`src/rtl/usbdf_pkg.sv`:
```
`default_nettype none

package usbdf_pkg;

  localparam int unsigned PacketBytes = 30;
  localparam int unsigned PacketWords = 8;
  localparam int unsigned PadBytes    = PacketWords * 4;
  localparam int unsigned MagicLen    = 22;
  localparam int unsigned FillW       = $clog2(PadBytes);
  localparam int unsigned WordIdxW    = $clog2(PacketWords);
  localparam int unsigned RecentW     = $clog2(MagicLen + 1);
  localparam int unsigned QueueDepth  = 2;
  localparam int unsigned QPtrW       = $clog2(QueueDepth);
  localparam int unsigned QCntW       = $clog2(QueueDepth + 1);

  // index 0 is the oldest byte of the window
  localparam logic [MagicLen-1:0][7:0] MagicSeq = {
    {11{8'h21}},
    8'h4c, 8'h45, 8'h53, 8'h54, 8'h4f, 8'h4f, 8'h42, 8'h34, 8'h36, 8'h43, 8'h50
  };

  typedef enum logic {
    KindWord = 1'b0,
    KindBoot = 1'b1
  } kind_e;

  typedef struct packed {
    kind_e                             kind;
    logic [PacketWords-1:0][31:0]      words;
    logic [31:0]                       seq;
  } entry_t;

  // Reordered position of a packet byte; the mapping is its own inverse.
  function automatic logic [FillW-1:0] perm_pos(input logic [FillW-1:0] p);
    logic [FillW-1:0] r;
    r = p;
    if (p >= FillW'(4) && p < FillW'(16)) begin
      r = {p[FillW-1:2], ~p[1:0]};
    end else if (p >= FillW'(16) && p < FillW'(26)) begin
      r = p ^ FillW'(1);
    end
    return r;
  endfunction

endpackage

`default_nettype wire

```
`src/rtl/usbdf_front.sv`:
```
`default_nettype none

module usbdf_front (
  input  logic                clk_i,
  input  logic                rst_ni,
  input  logic [7:0]          rx_byte_i,
  input  logic                in_valid_i,
  output logic                in_ready_o,
  output logic                push_o,
  input  logic                push_ready_i,
  output usbdf_pkg::entry_t   entry_o
);
  import usbdf_pkg::*;

  logic [PadBytes-1:0][7:0] asm_q, asm_d;
  logic [FillW-1:0]         fill_q, fill_d;
  logic [MagicLen-1:0][7:0] recent_q, recent_d;
  logic [RecentW-1:0]       rcnt_q, rcnt_d;
  logic [31:0]              seq_q, seq_d;
  logic [MagicLen-1:0][7:0] window;
  logic                     accept, magic_hit, pkt_done;
  logic [PadBytes-1:0][7:0] padded;

  assign in_ready_o = push_ready_i;
  assign accept     = in_valid_i && in_ready_o;

  assign window    = {rx_byte_i, recent_q[MagicLen-1:1]};
  assign magic_hit = (rcnt_q >= RecentW'(MagicLen - 1)) && (window == MagicSeq);
  assign pkt_done  = (fill_q == FillW'(PacketBytes - 1));

  always_comb begin
    asm_d = asm_q;
    asm_d[perm_pos(fill_q)] = rx_byte_i;
    for (int unsigned i = 0; i < PadBytes; i++) begin
      padded[i] = (i >= PacketBytes) ? 8'h00 : asm_d[i];
    end
  end

  always_comb begin
    entry_o.kind  = magic_hit ? KindBoot : KindWord;
    entry_o.seq   = seq_q + 32'd1;
    for (int unsigned w = 0; w < PacketWords; w++) begin
      entry_o.words[w] = {padded[4*w], padded[4*w+1], padded[4*w+2], padded[4*w+3]};
    end
  end

  assign push_o = accept && (magic_hit || pkt_done);

  always_comb begin
    fill_d   = fill_q;
    recent_d = recent_q;
    rcnt_d   = rcnt_q;
    seq_d    = seq_q;
    if (accept) begin
      if (magic_hit) begin
        fill_d   = '0;
        recent_d = '0;
        rcnt_d   = '0;
        seq_d    = '0;
      end else begin
        recent_d = window;
        if (rcnt_q < RecentW'(MagicLen)) begin
          rcnt_d = rcnt_q + RecentW'(1);
        end
        if (pkt_done) begin
          fill_d = '0;
          seq_d  = seq_q + 32'd1;
        end else begin
          fill_d = fill_q + FillW'(1);
        end
      end
    end
  end

  always_ff @(posedge clk_i or negedge rst_ni) begin
    if (!rst_ni) begin
      fill_q   <= '0;
      recent_q <= '0;
      rcnt_q   <= '0;
      seq_q    <= '0;
    end else begin
      fill_q   <= fill_d;
      recent_q <= recent_d;
      rcnt_q   <= rcnt_d;
      seq_q    <= seq_d;
    end
  end

  always_ff @(posedge clk_i) begin
    if (accept) begin
      asm_q <= asm_d;
    end
  end

endmodule

`default_nettype wire

```
`src/rtl/usbdf_queue.sv`:
```
`default_nettype none

module usbdf_queue (
  input  logic                clk_i,
  input  logic                rst_ni,
  input  logic                push_i,
  output logic                push_ready_o,
  input  usbdf_pkg::entry_t   entry_i,
  output logic                head_valid_o,
  output usbdf_pkg::entry_t   head_o,
  input  logic                pop_i
);
  import usbdf_pkg::*;

  entry_t             mem_q [QueueDepth];
  logic [QPtrW-1:0]   wr_q, rd_q;
  logic [QCntW-1:0]   cnt_q;
  logic               do_push, do_pop;

  assign push_ready_o = (cnt_q != QCntW'(QueueDepth));
  assign head_valid_o = (cnt_q != '0);
  assign head_o       = mem_q[rd_q];
  assign do_push      = push_i && push_ready_o;
  assign do_pop       = pop_i && head_valid_o;

  always_ff @(posedge clk_i or negedge rst_ni) begin
    if (!rst_ni) begin
      wr_q  <= '0;
      rd_q  <= '0;
      cnt_q <= '0;
    end else begin
      if (do_push) begin
        wr_q <= wr_q + QPtrW'(1);
      end
      if (do_pop) begin
        rd_q <= rd_q + QPtrW'(1);
      end
      if (do_push && !do_pop) begin
        cnt_q <= cnt_q + QCntW'(1);
      end else if (do_pop && !do_push) begin
        cnt_q <= cnt_q - QCntW'(1);
      end
    end
  end

  always_ff @(posedge clk_i) begin
    if (do_push) begin
      mem_q[wr_q] <= entry_i;
    end
  end

endmodule

`default_nettype wire

```
`src/rtl/usbdf_back.sv`:
```
`default_nettype none

module usbdf_back (
  input  logic                clk_i,
  input  logic                rst_ni,
  input  logic                head_valid_i,
  input  usbdf_pkg::entry_t   head_i,
  output logic                pop_o,
  output logic                out_valid_o,
  input  logic                out_ready_i,
  output logic                kind_o,
  output logic [31:0]         packet_word_o,
  output logic [2:0]          word_index_o,
  output logic                buffer_select_o,
  output logic [31:0]         packet_sequence_o,
  output logic                last_o
);
  import usbdf_pkg::*;

  logic [WordIdxW-1:0] idx_q;
  logic                vld_q;
  logic                load, is_boot, final_beat;

  assign load       = head_valid_i && (!vld_q || out_ready_i);
  assign is_boot    = (head_i.kind == KindBoot);
  assign final_beat = is_boot || (idx_q == WordIdxW'(PacketWords - 1));
  assign pop_o      = load && final_beat;
  assign out_valid_o = vld_q;

  always_ff @(posedge clk_i or negedge rst_ni) begin
    if (!rst_ni) begin
      vld_q <= 1'b0;
      idx_q <= '0;
    end else begin
      if (load) begin
        vld_q <= 1'b1;
        idx_q <= final_beat ? '0 : idx_q + WordIdxW'(1);
      end else if (out_ready_i) begin
        vld_q <= 1'b0;
      end
    end
  end

  always_ff @(posedge clk_i) begin
    if (load) begin
      last_o <= final_beat;
      if (is_boot) begin
        kind_o            <= KindBoot;
        packet_word_o     <= '0;
        word_index_o      <= '0;
        buffer_select_o   <= 1'b0;
        packet_sequence_o <= '0;
      end else begin
        kind_o            <= KindWord;
        packet_word_o     <= head_i.words[idx_q];
        word_index_o      <= 3'(idx_q);
        buffer_select_o   <= head_i.seq[0];
        packet_sequence_o <= head_i.seq;
      end
    end
  end

endmodule

`default_nettype wire

```
`src/rtl/usb_packet_deframer_with_magic_detect.sv`:
```
`default_nettype none

// Channel   Handshake                  Beat
// in        in_valid_i / in_ready_o    rx_byte_i
// out       out_valid_o / out_ready_i  kind_o, packet_word_o, word_index_o,
//                                      buffer_select_o, packet_sequence_o, last_o
//
// One byte per cycle in while the queue has room. A finished packet leaves as
// eight beats, one per cycle while out_ready_i is high; a boot request is a
// single beat. A two-entry packet queue parts the byte side from the word side;
// input stalls only while it is full. Reset clears counts, window and sequence.

module usb_packet_deframer_with_magic_detect (
  input  logic        clk_i,
  input  logic        rst_ni,
  input  logic [7:0]  rx_byte_i,
  input  logic        in_valid_i,
  output logic        in_ready_o,
  output logic        out_valid_o,
  input  logic        out_ready_i,
  output logic        kind_o,
  output logic [31:0] packet_word_o,
  output logic [2:0]  word_index_o,
  output logic        buffer_select_o,
  output logic [31:0] packet_sequence_o,
  output logic        last_o
);
  import usbdf_pkg::*;

  logic   push, push_ready, head_valid, pop;
  entry_t entry, head;

  usbdf_front u_front (
    .clk_i        (clk_i),
    .rst_ni       (rst_ni),
    .rx_byte_i    (rx_byte_i),
    .in_valid_i   (in_valid_i),
    .in_ready_o   (in_ready_o),
    .push_o       (push),
    .push_ready_i (push_ready),
    .entry_o      (entry)
  );

  usbdf_queue u_queue (
    .clk_i        (clk_i),
    .rst_ni       (rst_ni),
    .push_i       (push),
    .push_ready_o (push_ready),
    .entry_i      (entry),
    .head_valid_o (head_valid),
    .head_o       (head),
    .pop_i        (pop)
  );

  usbdf_back u_back (
    .clk_i             (clk_i),
    .rst_ni            (rst_ni),
    .head_valid_i      (head_valid),
    .head_i            (head),
    .pop_o             (pop),
    .out_valid_o       (out_valid_o),
    .out_ready_i       (out_ready_i),
    .kind_o            (kind_o),
    .packet_word_o     (packet_word_o),
    .word_index_o      (word_index_o),
    .buffer_select_o   (buffer_select_o),
    .packet_sequence_o (packet_sequence_o),
    .last_o            (last_o)
  );

endmodule

`default_nettype wire

```
`config.mk`:
```
export PLATFORM = sky130hd
export DESIGN_NAME = usb_packet_deframer_with_magic_detect
export DESIGN_NICKNAME = d
export VERILOG_FILES = /design/src/rtl/usbdf_pkg.sv /design/src/rtl/usbdf_front.sv /design/src/rtl/usbdf_queue.sv /design/src/rtl/usbdf_back.sv /design/src/rtl/usb_packet_deframer_with_magic_detect.sv
export SDC_FILE = /design/constraint.sdc
export NUM_CORES = 1
export LEC_CHECK = 0
export ABC_CLOCK_PERIOD_IN_PS = 28800
export BUFFER_PORTS_ARGS = -buffer_cell sky130_fd_sc_hd__buf_4
export CAP_MARGIN = 20
export CORE_AREA = 2 2 315 255
export CTS_CLUSTER_SIZE = 24
export DETAILED_ROUTE_END_ITERATION = 10
export DIE_AREA = 0 0 317 257
export GPL_ROUTABILITY_DRIVEN = 0
export MAX_ROUTING_LAYER = met4
export PLACE_DENSITY = 0.71
export SYNTH_ARGS = -nofsm -noshare
export SYNTH_HDL_FRONTEND = slang
export SYNTH_SLANG_ARGS = --single-unit
```
`constraint.sdc`:
```
create_clock -name clk_i -period 28.8 [get_ports clk_i]
set_input_delay 5.76 -clock clk_i [delete_from_list [all_inputs] [get_ports clk_i]]
set_output_delay 5.76 -clock clk_i [all_outputs]
set_load 0.03 [all_outputs]
```
Word-level counts from Yosys, hierarchy flattened
Memory sizes are Yosys's and may differ from the RTL's.
Cells that the tools add are included.
{ "classes": {"n_reduce_logical": 25, "n_mux": 23, "eq_ne": 4, "order_cmp": 9, "add_sub_neg": 8, "bitwise": 2} }
{ "ops": {"columns": ["operator", "n"], "rows": [
  ["256-bit bitwise mux", 1],
  ["176-bit by 174-bit == test with 1-bit output (second input constant)", 1],
  ["176-bit 2-to-1 mux", 1],
  ["32-bit binary-select mux with 3-bit select", 1],
  ["32-bit 2-to-1 mux", 3],
  ["8-bit demux with 5-bit select", 1],
  ["32-bit by 1-bit adder with 32-bit output (second input constant)", 1],
  ["5-bit 2-to-1 mux", 4],
  ["5-bit < comparator (second input constant)", 3],
  ["1-bit logical AND", 12],
  ["5-bit by 1-bit adder with 5-bit output (second input constant)", 2],
  ["5-bit >= comparator (second input constant)", 2],
  ["2-bit nonzero test", 5],
  ["8-bit 2-to-1 mux", 1],
  ["1-bit 2-to-1 mux", 7],
  ["5-bit by 6-bit < comparator with 1-bit output (second input constant)", 1],
  ["2-bit 2-to-1 mux", 3],
  ["5-bit == test (second input constant)", 1],
  ["5-bit by 1-bit >= comparator with 1-bit output (second input constant)", 1],
  ["5-bit by 3-bit >= comparator with 1-bit output (second input constant)", 1],
  ["3-bit by 4-bit < comparator with 1-bit output (second input constant)", 1],
  ["2-bit AND reduction", 2],
  ["3-bit by 1-bit adder with 3-bit output (second input constant)", 1],
  ["3-bit == test (second input constant)", 1],
  ["other kinds (9)", 14]
]} }
{ "totals": {"memories": 1, "reg_bits": 544, "out_inout_bits": 72, "elab_cells": 139, "mem_bits_rw": 546} }
{ "memory_table": {"columns": ["memory", "words", "width", "rd", "rd_ports_with_merged_regs", "wr", "line_no", "rtl"], "rows": [
  ["u_queue.mem_q", 2, 273, 1, 0, 1, "usbdf_queue.sv:15", "entry_t mem_q [QueueDepth];"]
]} }

Longest topological paths before layout
Gate-level depths: netlist (run 1).
{ "depth": {"depth_word": 9, "depth_mapped": 13, "depth_no_buf": 12} }

Modules after synthesis
From an unflattened synthesis (run 1), not the netlist that was laid out.
{ "hier_totals": {"cells_unflattened": 2990, "hier_area_um2": 46318.2} }
{ "by_module_without_submodules": {"columns": ["mod", "seq_area_each_um2", "cells_per_inst", "area_per_inst_um2", "instances"], "rows": [
  ["usbdf_queue", 17456.7, 917, 21411.8, 1],
  ["usbdf_front", 12462.0, 1719, 20322.0, 1],
  ["usbdf_back", 2172.1, 354, 4584.4, 1]
]} }

Worst setup path after synthesis (run 1)
Ideal clock, no wire load.
{ "synth_path": {"path_kind": "input -> register", "from": "input rx_byte_i[7]", "to": "memory u_queue.mem_q[0][0] in the netlist's numbering (enable)", "setup_time_ns": 0.912, "t_arrival_ns": 18.630, "required_ns": 27.888, "path_stages": 8, "path_slack_ns": 9.258, "path_cell_list": "nor4bb_1 -> nand4_1 -> or4_1 -> nor4bb_1 -> buf_2 -> o21ai_2 -> buf_2 -> nor2_1"} }
{ "synth_between": {"elab_chain_cells": 7} }
{ "synth_lines": {"columns": ["element", "line_no", "rtl"], "rows": [
  ["from (decl)", "usb_packet_deframer_with_magic_detect.sv:16", "input logic [7:0] rx_byte_i,"],
  ["176-bit by 174-bit == test with 1-bit output", "usbdf_front.sv:28", "assign magic_hit = (rcnt_q >= RecentW'(MagicLen - 1)) && (window == MagicSeq);"],
  ["1-bit logical AND", "usbdf_front.sv:28", null],
  ["1-bit logical OR", "usbdf_front.sv:47", "assign push_o = accept && (magic_hit || pkt_done);"],
  ["1-bit logical AND", "usbdf_front.sv:47", null],
  ["1-bit logical AND", "usbdf_queue.sv:23", "assign do_push = push_i && push_ready_o;"],
  ["1-bit 2-to-1 mux", "usbdf_queue.sv:47", "if (do_push) begin"],
  ["1-bit 2-to-1 mux (not written as such)", "usbdf_queue.sv:48", "mem_q[wr_q] <= entry_i;"],
  ["to (decl)", "usbdf_queue.sv:15", null]
]} }
No other way between the ends.

Worst setup path after layout (run 1)
{ "layout_path": {"from": "input rx_byte_i[7]", "to": "memory u_queue.mem_q[0][121] in the netlist's numbering (enable)"} }
Same word-level chain as after synthesis.

==> key figures, run 1 <==
Run status
  • Status: finished, final reports clean

Yosys
  • EDFF count, synth: 855
  • Post-synth cell types: 60
  • Syn Std Cell Area: 42,800 um^2
  • Ys flop type: edfxtp_1
  • Synth Net Count: 2,658
  • Syn_area_per_cell: 16.2 um^2
  • Cell count after synthesis: 2,638
  • Synthesized flop and latch total: 1,073
  • Yosys warning total: 0
  • Post-synthesis sequential area ratio: 72.8%
  • Fraction of registers with async set or reset after synthesis: 20.3%

STA
  • Pins over their slew limit: 0
  • Maximum clock frequency: 0.0940 GHz
  • RSZ-0062 raised after global routing: no
  • Crit path time final: 10.64 ns
  • Fin crit share: 36.9%
  • Final Hold Fails: 0
  • Setup Skew: 0.0312 ns
  • Final setup fails: 0
  • Worst-margin pin slew: 1.27 ns
  • Rel. slew slack: 15.2%
  • Setup TNS: 0 ns
  • Fin Hold WS: 0.467 ns

Die
  • Die area: 81,500 um^2
  • CORE AREA: 78,200 um^2
  • Std-Cell Rows: 92
  • Die H: 257 um
  • Initial Utilization: 54.7%
  • Die Wd: 317 um
  • Ports: 84

Cells and area
  • Most common cell after layout, fill and taps aside: edfxtp_1
  • Fin nets: 2,736
  • Util after Layout: 61.1%
  • Most frequent cells in the layout: edfxtp_1, nand2_1, mux2_2
  • Syn-to-layout area delta: 11.6%
  • Layout cells sized above 1: 23.3%
  • Fillcell total: 5,674

Clock tree
  • Clock latency on the worst-skew pair: 0.67 ns
  • Setup Buffers After CTS: 0
  • Longest Clk Path Bufs: 3
  • Clock slew at reported path FFs: 0.06 ns
  • Depth of the CTS H-tree: 3
  • Num CTS Buffers: 102
  • CTS tree: built
  • Hold_buf cts: 0
  • Num Clock Sinks: 1,073
  • Root buffer cell: clkbuf_16
  • Post_cts resized: 0

Global route
  • First-pass GRT wire length: 137,000 um
  • Vias in the first global route: 23,088
  • Pin count of the biggest net entering global routing: 176
  • GR Overflow Total: 0
  • Gr usage total: 22.7%
  • Initial antenna violation count: 2

Drt
  • DR pass1 iterations: 8
  • Average wire per standard cell: 23.2 um
  • DRT Wirelength: 88,800 um
  • Antenna viol nets, final: 0
  • DRT iter0 DRCs: 2,361
  • Vias per cell: 5.93
  • DR vias: 22,710
  • DRC: 0

Pwr
  • Leakage power: 0.0175 uW
  • Design Power: 4860 uW
  • Maximum vdd drop: 0.0575 mV
  • Pwr Density: 102 nW/um^2

Worst setup path
  • Worst EP arrival: 10.92 ns
  • Crit. End Element: flip-flop
  • Critical path class: in -> reg
  • Req. time, crit path: 29.08 ns
  • Critical path fanouts, max: 72
  • Startpoint Class: input pin

Hold path
  • Hold Path Class: reg -> reg

Placement
  • Hpwl dp: 50,700 um
  • Buffers added on ports: 83

Run
  • Max cap viols: 0
[registers in the layout, indices dropped and copies added, names as in the netlist, 2 cells and up]
name / count
u_front.asm_q: 240
u_queue.mem_q: 546
u_back.idx_q: 3
u_front.recent_q: 168
u_queue.cnt_q: 2
u_back.packet_sequence_o: 32
u_back.packet_word_o: 32
u_back.word_index_o: 3
u_front.seq_q: 32
u_front.rcnt_q: 5
u_front.fill_q: 5
[synth_stat cells (4+ instances only)]
| master | count | area share (%) |
|---|---|---|
| xnor2_1 | 23 | 0.47 |
| nor2b_1 | 21 | 0.31 |
| buf_2 | 20 | 0.23 |
| nor4_1 | 9 | 0.13 |
| a22o_1 | 26 | 0.53 |
| nand3_1 | 72 | 0.84 |
| and4b_1 | 4 | 0.094 |
| o21ai_0 | 11 | 0.13 |
| mux2_2 | 241 | 6.3 |
| o31ai_1 | 4 | 0.070 |
| mux4_2 | 128 | 6.7 |
| a211oi_1 | 16 | 0.28 |
| or4_1 | 4 | 0.070 |
| nor3_1 | 14 | 0.16 |
| nor4bb_1 | 10 | 0.23 |
| nor4b_1 | 19 | 0.39 |
| inv_1 | 13 | 0.11 |
| buf_1 | 16 | 0.14 |
| nand4_1 | 17 | 0.25 |
| clkbuf_1 | 107 | 0.94 |
| nand2b_1 | 5 | 0.073 |
| nand3_2 | 5 | 0.12 |
| a21oi_1 | 19 | 0.22 |
| buf_6 | 4 | 0.11 |
| ha_1 | 8 | 0.23 |
| nor2_1 | 89 | 0.78 |
| nand2_1 | 532 | 4.7 |
| and3_1 | 21 | 0.31 |
| dfrtp_1 | 218 | 13 |
| xor2_1 | 12 | 0.25 |
| edfxtp_1 | 855 | 60 |
| mux2i_1 | 49 | 1.1 |
[worst paths after layout]
path / from / to / slack (ns) / cells after the start
worst max-delay path: rx_byte_i[7] / u_queue.mem_q[0][121]$_DFFE_PP_ / 18.16 / 12
worst min-delay path: u_front.recent_q[14]$_DFFE_PN0P_ / u_front.recent_q[14]$_DFFE_PN0P_ / 0.47 / 2
worst max register to register: u_front.recent_q[63]$_DFFE_PN0P_ / u_queue.mem_q[0][121]$_DFFE_PP_ / 22.83 / 11
worst min register to register: u_front.recent_q[14]$_DFFE_PN0P_ / u_front.recent_q[14]$_DFFE_PN0P_ / 0.47 / 2
max in group asynchronous: rst_ni / u_back.idx_q[0]$_DFFE_PN0P_ / 22.31 / 3
min in group asynchronous: rst_ni / u_front.recent_q[108]$_DFFE_PN0P_ / 5.21 / 1
[cell type report]
type | count | area, um^2 | area share (%)
multi-input combinational | 1400 | 11000 | 23.0
timing repair buffer | 122 | 968 | 2.03
antenna | 1 | 2.50 | 0.00524
sequential | 1073 | 31100 | 65.2
tap | 1034 | 1290 | 2.71
clock inverter | 46 | 502 | 1.05
clock buffer | 138 | 2760 | 5.78
inverter | 17 | 71.3 | 0.149
[per-stage QoR]
step / worst slack (ns) / std cells / cell area (um^2)
global route: 17.87 / 3831 / 47700
CTS: 18.14 / 3828 / 47700
floorplan: 9.26 / 2638 / 42800
finish: 18.16 / 3831 / 47700
global placement: 17.72 / 3644 / 44400
detailed placement: 17.45 / 3644 / 44400
[layer usage]
metal | up-vias | GRT usage, % | wire, um
li1 | 10046 | - | -
met1 | 11861 | 32.9 | 39700
met2 | 676 | 34.0 | 42200
met3 | 127 | 3.84 | 5060
met4 | 0 | 5.73 | 1760
met5 | - | - | 0
[worst max-delay path: stages]
cell and delay, ns:
buf_4 0.25, nor4bb_1 0.38, nand4_1 0.15, or4_1 0.52, nor4bb_2 0.42, buf_4 0.24
o21ai_2 0.06, buf_4 0.27, nor2_4 0.11, buf_4 0.75, buf_4 0.85, buf_4 0.86
[cells by family after synthesis]
family / Yosys count / share of synthesized area, %
AO/OA/AOI/OAI: 98 / 1.63
XOR/XNOR: 35 / 0.717
adder cells (fa/ha/maj): 8 / 0.234
buffers and inverters: 165 / 1.59
flip-flops: 1073 / 72.8
multiplexers: 418 / 14.2
AND/OR/NAND/NOR: 841 / 8.82
[where the power goes]
| part | leakage (uW) | internal, uW | total (uW) | switching [uW] |
|---|---|---|---|---|
| clock network | 0.00159 | 752 | 1320 | 563 |
| registers | 0.0108 | 2130 | 2320 | 184 |
| logic | 0.00512 | 488 | 1230 | 745 |
Note: power is estimated with default switching activity, not from simulation.
==> run 2, diff against run 1 <==
- ABC_CLOCK_PERIOD_IN_PS: 28800 -> 10650
- clock period: 28.8 -> 10.65 ns (I/O delays scaled with it)
==> run 2 against run 1 <==
  * Global-route usage down 0.37 points
  * Worst hold slack better by 0.0073 ns
  * Critical path depth decreased by 1
  * Final area is 0.38% higher
  * Combinational power increased to 2.7 times the previous value
  * Final cell count about the same
  * Non-clock buffer count decreased by 1
  * Sequential power rose to 2.7 times the previous value
  * Highest routed layer unchanged
==> key figures, run 2 (synthesis gave the netlist of run 1 again) <==
STA
  • Final Hold Fails: 0
  • Setup Skew: 0.0301 ns
  • Final setup fails: 0
  • Pins over their slew limit: 0
  • RSZ-0062 raised after global routing: no
  • Rel. slew slack: 19.3%
  • Fin crit share: 58.1%
  • Worst-margin pin slew: 1.21 ns
  • Maximum clock frequency: 0.162 GHz
  • Crit path time final: 6.18 ns
  • Setup TNS: 0 ns

Drt
  • Antenna viol nets, final: 0
  • DRT iter0 DRCs: 2,250
  • DRC: 0
  • Met3 routed WL: 4620 um
  • Average wire per standard cell: 22.8 um
  • Wire length on met2: 42,300 um
  • Vias per cell: 5.91
  • Top routing layer used: met4
  • DR vias: 22,658
  • DRT Wirelength: 87,300 um
  • DR pass1 iterations: 5
  • Met1 Routed Length: 38,400 um

Cells and area
  • Most common cell after layout, fill and taps aside: edfxtp_1
  • Layout cells sized above 1: 23.9%
  • Top reg by flops: u_queue.mem_q
  • Syn-to-layout area delta: 12.0%
  • Most frequent cells in the layout: edfxtp_1, nand2_1, mux2_2
  • Fin nets: 2,735
  • Top Registers: u_queue.mem_q x546, u_front.asm_q x240, u_front.recent_q x168
  • Max reg flops: 546
  • Final cell count without fillers: 3,834

Worst setup path
  • Critical path's top delay family: simple AND/OR/NAND/NOR gates
  • Slowest stage cell on the critical path: and2_4
  • Crit. End Element: flip-flop
  • Critical path fanouts, max: 153
  • Worst Path Buf+Inv: 5
  • Worst EP arrival: 6.46 ns
  • Most used cell, CP: buf_4
  • Req. time, crit path: 10.93 ns
  • Startpoint Class: input pin
  • CP Cell Sequence: buf_4 -> nor4bb_1 -> nand4_1 -> or4_1 -> nor4bb_2 -> buf_4 -> o21ai_2 -> buf_16 -> inv_1 -> and2_4 -> buf_12
  • Reg2reg start: u_front.recent_q[146]$_DFFE_PN0P_
  • Worst Setup SP: rx_byte_i[7]
  • Critical Path Max Stage Delay: 0.78 ns
  • Critical path class: in -> reg

Global route
  • First-pass GRT wire length: 135,000 um
  • Pin count of the biggest net entering global routing: 187
  • Gr usage total: 22.3%
  • GR Overflow Total: 0
  • Initial antenna violation count: 1
  • Vias in the first global route: 22,802

Clock tree
  • Clock slew at reported path FFs: 0.06 ns
  • Depth of the CTS H-tree: 3
  • Hold_buf cts: 0
  • Clock latency on the worst-skew pair: 0.69 ns
  • Root buffer cell: clkbuf_16
  • CTS tree: built
  • Setup Buffers After CTS: 0
  • Longest Clk Path Bufs: 3
  • Num Clock Sinks: 1,073
  • Num CTS Buffers: 102
  • Post_cts resized: 0

Die
  • Die Wd: 317 um
  • Die H: 257 um
  • Initial Utilization: 54.7%
  • Die area: 81,500 um^2
  • Std-Cell Rows: 92
  • CORE AREA: 78,200 um^2
  • Ports: 84

Pwr
  • Leakage power: 0.0176 uW
  • Maximum vdd drop: 0.218 mV
  • Pwr Density: 276 nW/um^2

Run status
  • Status: finished, final reports clean

Hold path
  • Hold Path Origin: u_front.recent_q[9]$_DFFE_PN0P_
  • Hold Path Class: reg -> reg

Placement
  • Placed insts: 3,643
  • Hpwl dp: 49,000 um
  • Buffers added on ports: 83

Run
  • Max cap viols: 0
==> run 2: cell count changes in the layout (fill, tap and decap cells not counted), sizes merged <==
cell      before  now
clkbuf       138  127
clkinv        35   46
inv           18   20
buf          122  121
clkinvlp       1    2
diode          1    2
==> run 2: cell type report <==
type | count | area, um^2
Fill cell | 5557 | 30200
Multi-Input combinational cell | 1400 | 11000
Tap cell | 1034 | 1290
Antenna cell | 2 | 5.00
Clock buffer | 127 | 2820
Timing Repair Buffer | 121 | 1010
Inverter | 17 | 71.3
Sequential cell | 1073 | 31100
Clock inverter | 60 | 578
==> run 2: tightest hold or removal path: cells and delay by family, from the launching register on <==
family           cells  cell delay (ns)
flip-flops           1             0.35
AND/OR/NAND/NOR      2             0.10
==> run 2: where the power goes <==
part	leakage, uW	switching [uW]	internal [uW]	total, uW
combinational	0.00513	1980	1330	3310
clock	0.00168	1550	2100	3650
sequential	0.0108	485	5770	6250
==> run 2: final timing paths <==
check | end | slack, ns | cells past startpoint
max | u_queue.mem_q[1][182]$_DFFE_PP_ | 4.47 | 11
min | u_front.recent_q[9]$_DFFE_PN0P_ | 0.47 | 2
max reg2reg | u_queue.mem_q[1][182]$_DFFE_PP_ | 5.46 | 10
min reg2reg | u_front.recent_q[9]$_DFFE_PN0P_ | 0.47 | 2
max in group asynchronous | u_queue.rd_q$_DFFE_PN0P_ | 6.99 | 3
min in group asynchronous | u_front.recent_q[98]$_DFFE_PN0P_ | 1.43 | 1
==> run 2: layer usage <==
layer | GRT usage (%) | vias up
met5 | - | -
met4 | 6.03 | 0
met3 | 2.84 | 136
met2 | 34.1 | 670
met1 | 32.2 | 11799
li1 | - | 10053
==> run 2: metrics by stage <==
stage	worst slack, ns	cell area, um^2	hold WS (ns)	utilization [%]	power [uW]
after floorplan	0.207	42800	0.431	-	8620
after global placement	4.10	44400	0.446	56.9	9540
after detailed placement	3.90	44500	0.453	56.9	9670
after CTS	4.57	47900	0.480	61.2	13300
after global routing	4.39	47900	0.502	61.3	13800
final	4.47	47900	0.474	61.3	13200
==> run 3, diff against run 2 <==
- ABC_CLOCK_PERIOD_IN_PS: 10650 -> 5700
- clock period: 10.65 -> 5.7 ns (I/O delays scaled with it)
==> run 3 against run 2 <==
  * Final area barely moved
  * Power rose by 86%
  * Non-clock buffer count increased by 10
  * First-iteration DRC count is 1.6% lower
  * Global-route usage increased by 0.43 points
  * Register-to-register slack worse by 3.8 ns
  * Clock skew is 0.0087 ns lower
  * Clock power rose by 81%
  * Combinational power is 87% higher
  * Sequential power is 87% higher
  * Die area unchanged
  * Critical path depth is 2 lower
  * Critical path type is now reg -> reg
  * Largest power group unchanged
==> key figures, run 3 (synthesis gave the netlist of run 1 again) <==
Cells and area
  • Most frequent cells in the layout: edfxtp_1, nand2_1, mux2_2
  • Final cell count without fillers: 3,846
  • Final Cell Area: 47,900 um^2
  • Top reg by flops: u_queue.mem_q
  • Syn-to-layout area delta: 12.0%
  • Layout cells sized above 1: 23.7%
  • Top Registers: u_queue.mem_q x546, u_front.asm_q x240, u_front.recent_q x168
  • Util after Layout: 61.3%
  • Most common cell after layout, fill and taps aside: edfxtp_1
  • Max reg flops: 546
  • Fin nets: 2,745

Placement
  • Post-DP Area: 44,600 um^2
  • Placed insts: 3,654
  • Hpwl dp: 51,500 um
  • Buffers added on ports: 83

Drt
  • DR pass1 iterations: 6
  • DR vias: 22,775
  • DRC: 0
  • Average wire per standard cell: 23.0 um
  • Vias per cell: 5.92
  • Antenna viol nets, final: 0
  • DRT Wirelength: 88,400 um
  • DRT iter0 DRCs: 2,213

Worst setup path
  • Crit. End Element: flip-flop
  • Req. time, crit path: 6.01 ns
  • Startpoint Class: flip-flop
  • Most used cell, CP: buf_4
  • CP Cell Sequence: nor4_1 -> nand4_1 -> or4_1 -> nor4bb_2 -> buf_4 -> o21ai_4 -> inv_1 -> and2_4 -> buf_4
  • Critical path class: reg -> reg
  • Critical path's top delay family: simple AND/OR/NAND/NOR gates
  • Worst Path Buf+Inv: 3
  • Critical path fanouts, max: 31
  • Slowest stage cell on the critical path: or4_1
  • Critical Path Max Stage Delay: 0.61 ns
  • Worst EP arrival: 4.35 ns

Pwr
  • Pwr Density: 512 nW/um^2
  • Maximum vdd drop: 0.300 mV
  • Switching Fraction: 30.6%
  • Leakage power: 0.0175 uW
  • Combinational Power Share: 25.2%
  • Cell-internal power: 17,000 uW
  • Clk network pwr share: 26.9%
  • Sequential Power Share: 47.9%
  • Design Power: 24,500 uW
  • Sw power: 7510 uW

Clock tree
  • Setup Buffers After CTS: 0
  • CTS tree: built
  • Num CTS Buffers: 102
  • Clock latency on the worst-skew pair: 0.68 ns
  • Hold_buf cts: 0
  • Depth of the CTS H-tree: 3
  • Root buffer cell: clkbuf_16
  • Post_cts resized: 0
  • Clock slew at reported path FFs: 0.06 ns
  • Longest Clk Path Bufs: 3
  • Num Clock Sinks: 1,073

Run status
  • Status: finished, final reports clean

STA
  • RSZ-0062 raised after global routing: no
  • Pins over their slew limit: 0
  • Final setup fails: 0
  • Worst-margin pin slew: 1.15 ns
  • Rel. slew slack: 23.0%
  • Maximum clock frequency: 0.247 GHz
  • Setup Skew: 0.0213 ns
  • Final Hold Fails: 0
  • Fin crit share: 70.9%
  • Crit path time final: 4.04 ns

Die
  • Die area: 81,500 um^2
  • CORE AREA: 78,200 um^2
  • Initial Utilization: 54.7%
  • Die H: 257 um
  • Ports: 84
  • Std-Cell Rows: 92
  • Die Wd: 317 um

Hold path
  • Hold Path Class: reg -> reg

Global route
  • Gr usage total: 22.8%
  • First-pass GRT wire length: 137,000 um
  • Initial antenna violation count: 2
  • GR Overflow Total: 0
  • Pin count of the biggest net entering global routing: 233
  • Vias in the first global route: 22,839

Run
  • Max cap viols: 0
==> run 3: stage by stage <==
| stage | hold slack (ns) | setup TNS (ns) | setup slack, ns |
|---|---|---|---|
| after floorplan | 0.431 | -515.02 | -1.30 |
| after global placement | 0.452 | 0 | 1.21 |
| after detailed placement | 0.455 | 0 | 1.01 |
| after CTS | 0.471 | 0 | 1.69 |
| after global routing | 0.490 | 0 | 1.41 |
| final | 0.467 | 0 | 1.66 |
==> run 3: layout make-up <==
| class | instances | area, um^2 |
|---|---|---|
| fillers | 5616 | 30300 |
| repair buffers | 131 | 1130 |
| clock buffers | 130 | 2720 |
| multi-input cells | 1400 | 11000 |
| clock inverters | 60 | 549 |
| diodes | 1 | 2.50 |
| well taps | 1034 | 1290 |
| flip-flops and latches | 1073 | 31100 |
| inverters | 17 | 71.3 |
==> run 3: final timing paths <==
| path | startpoint | end | slack (ns) | cells past startpoint |
|---|---|---|---|---|
| max | u_front.recent_q[18]$_DFFE_PN0P_ | u_queue.mem_q[1][3]$_DFFE_PP_ | 1.66 | 9 |
| min | u_front.recent_q[13]$_DFFE_PN0P_ | u_front.recent_q[13]$_DFFE_PN0P_ | 0.47 | 2 |
| max reg2reg | u_front.recent_q[18]$_DFFE_PN0P_ | u_queue.mem_q[1][3]$_DFFE_PP_ | 1.66 | 9 |
| min reg2reg | u_front.recent_q[13]$_DFFE_PN0P_ | u_front.recent_q[13]$_DFFE_PN0P_ | 0.47 | 2 |
| max in group asynchronous | rst_ni | u_back.idx_q[0]$_DFFE_PN0P_ | 3.97 | 2 |
| min in group asynchronous | rst_ni | u_front.recent_q[90]$_DFFE_PN0P_ | 0.52 | 1 |
==> run 3: worst min-delay path, cell delays in order, from the launching register on <==
cell and delay, ns:
dfrtp_1 0.34, nand2_1 0.05, nand2_1 0.05
==> run 3: power by group through the flow <==
stage / Combinational (uW) / Clock (uW) / Sequential, uW
after floorplan: 4030 / 0 / 12000
after global placement: 6040 / 0 / 11800
after detailed placement: 6230 / 0 / 11900
after CTS: 6260 / 6730 / 11800
after global routing: 6710 / 7020 / 11900
final: 6180 / 6590 / 11700
==> run 3: metal layers <==
metal / vias to the layer above / track usage, % / share of wire (%)
li1: 10086 / - / -
met1: 11860 / 32.8 / 44
met2: 704 / 34.4 / 48
met3: 125 / 3.55 / 5.8
met4: 0 / 6.00 / 2.1
met5: - / - / 0
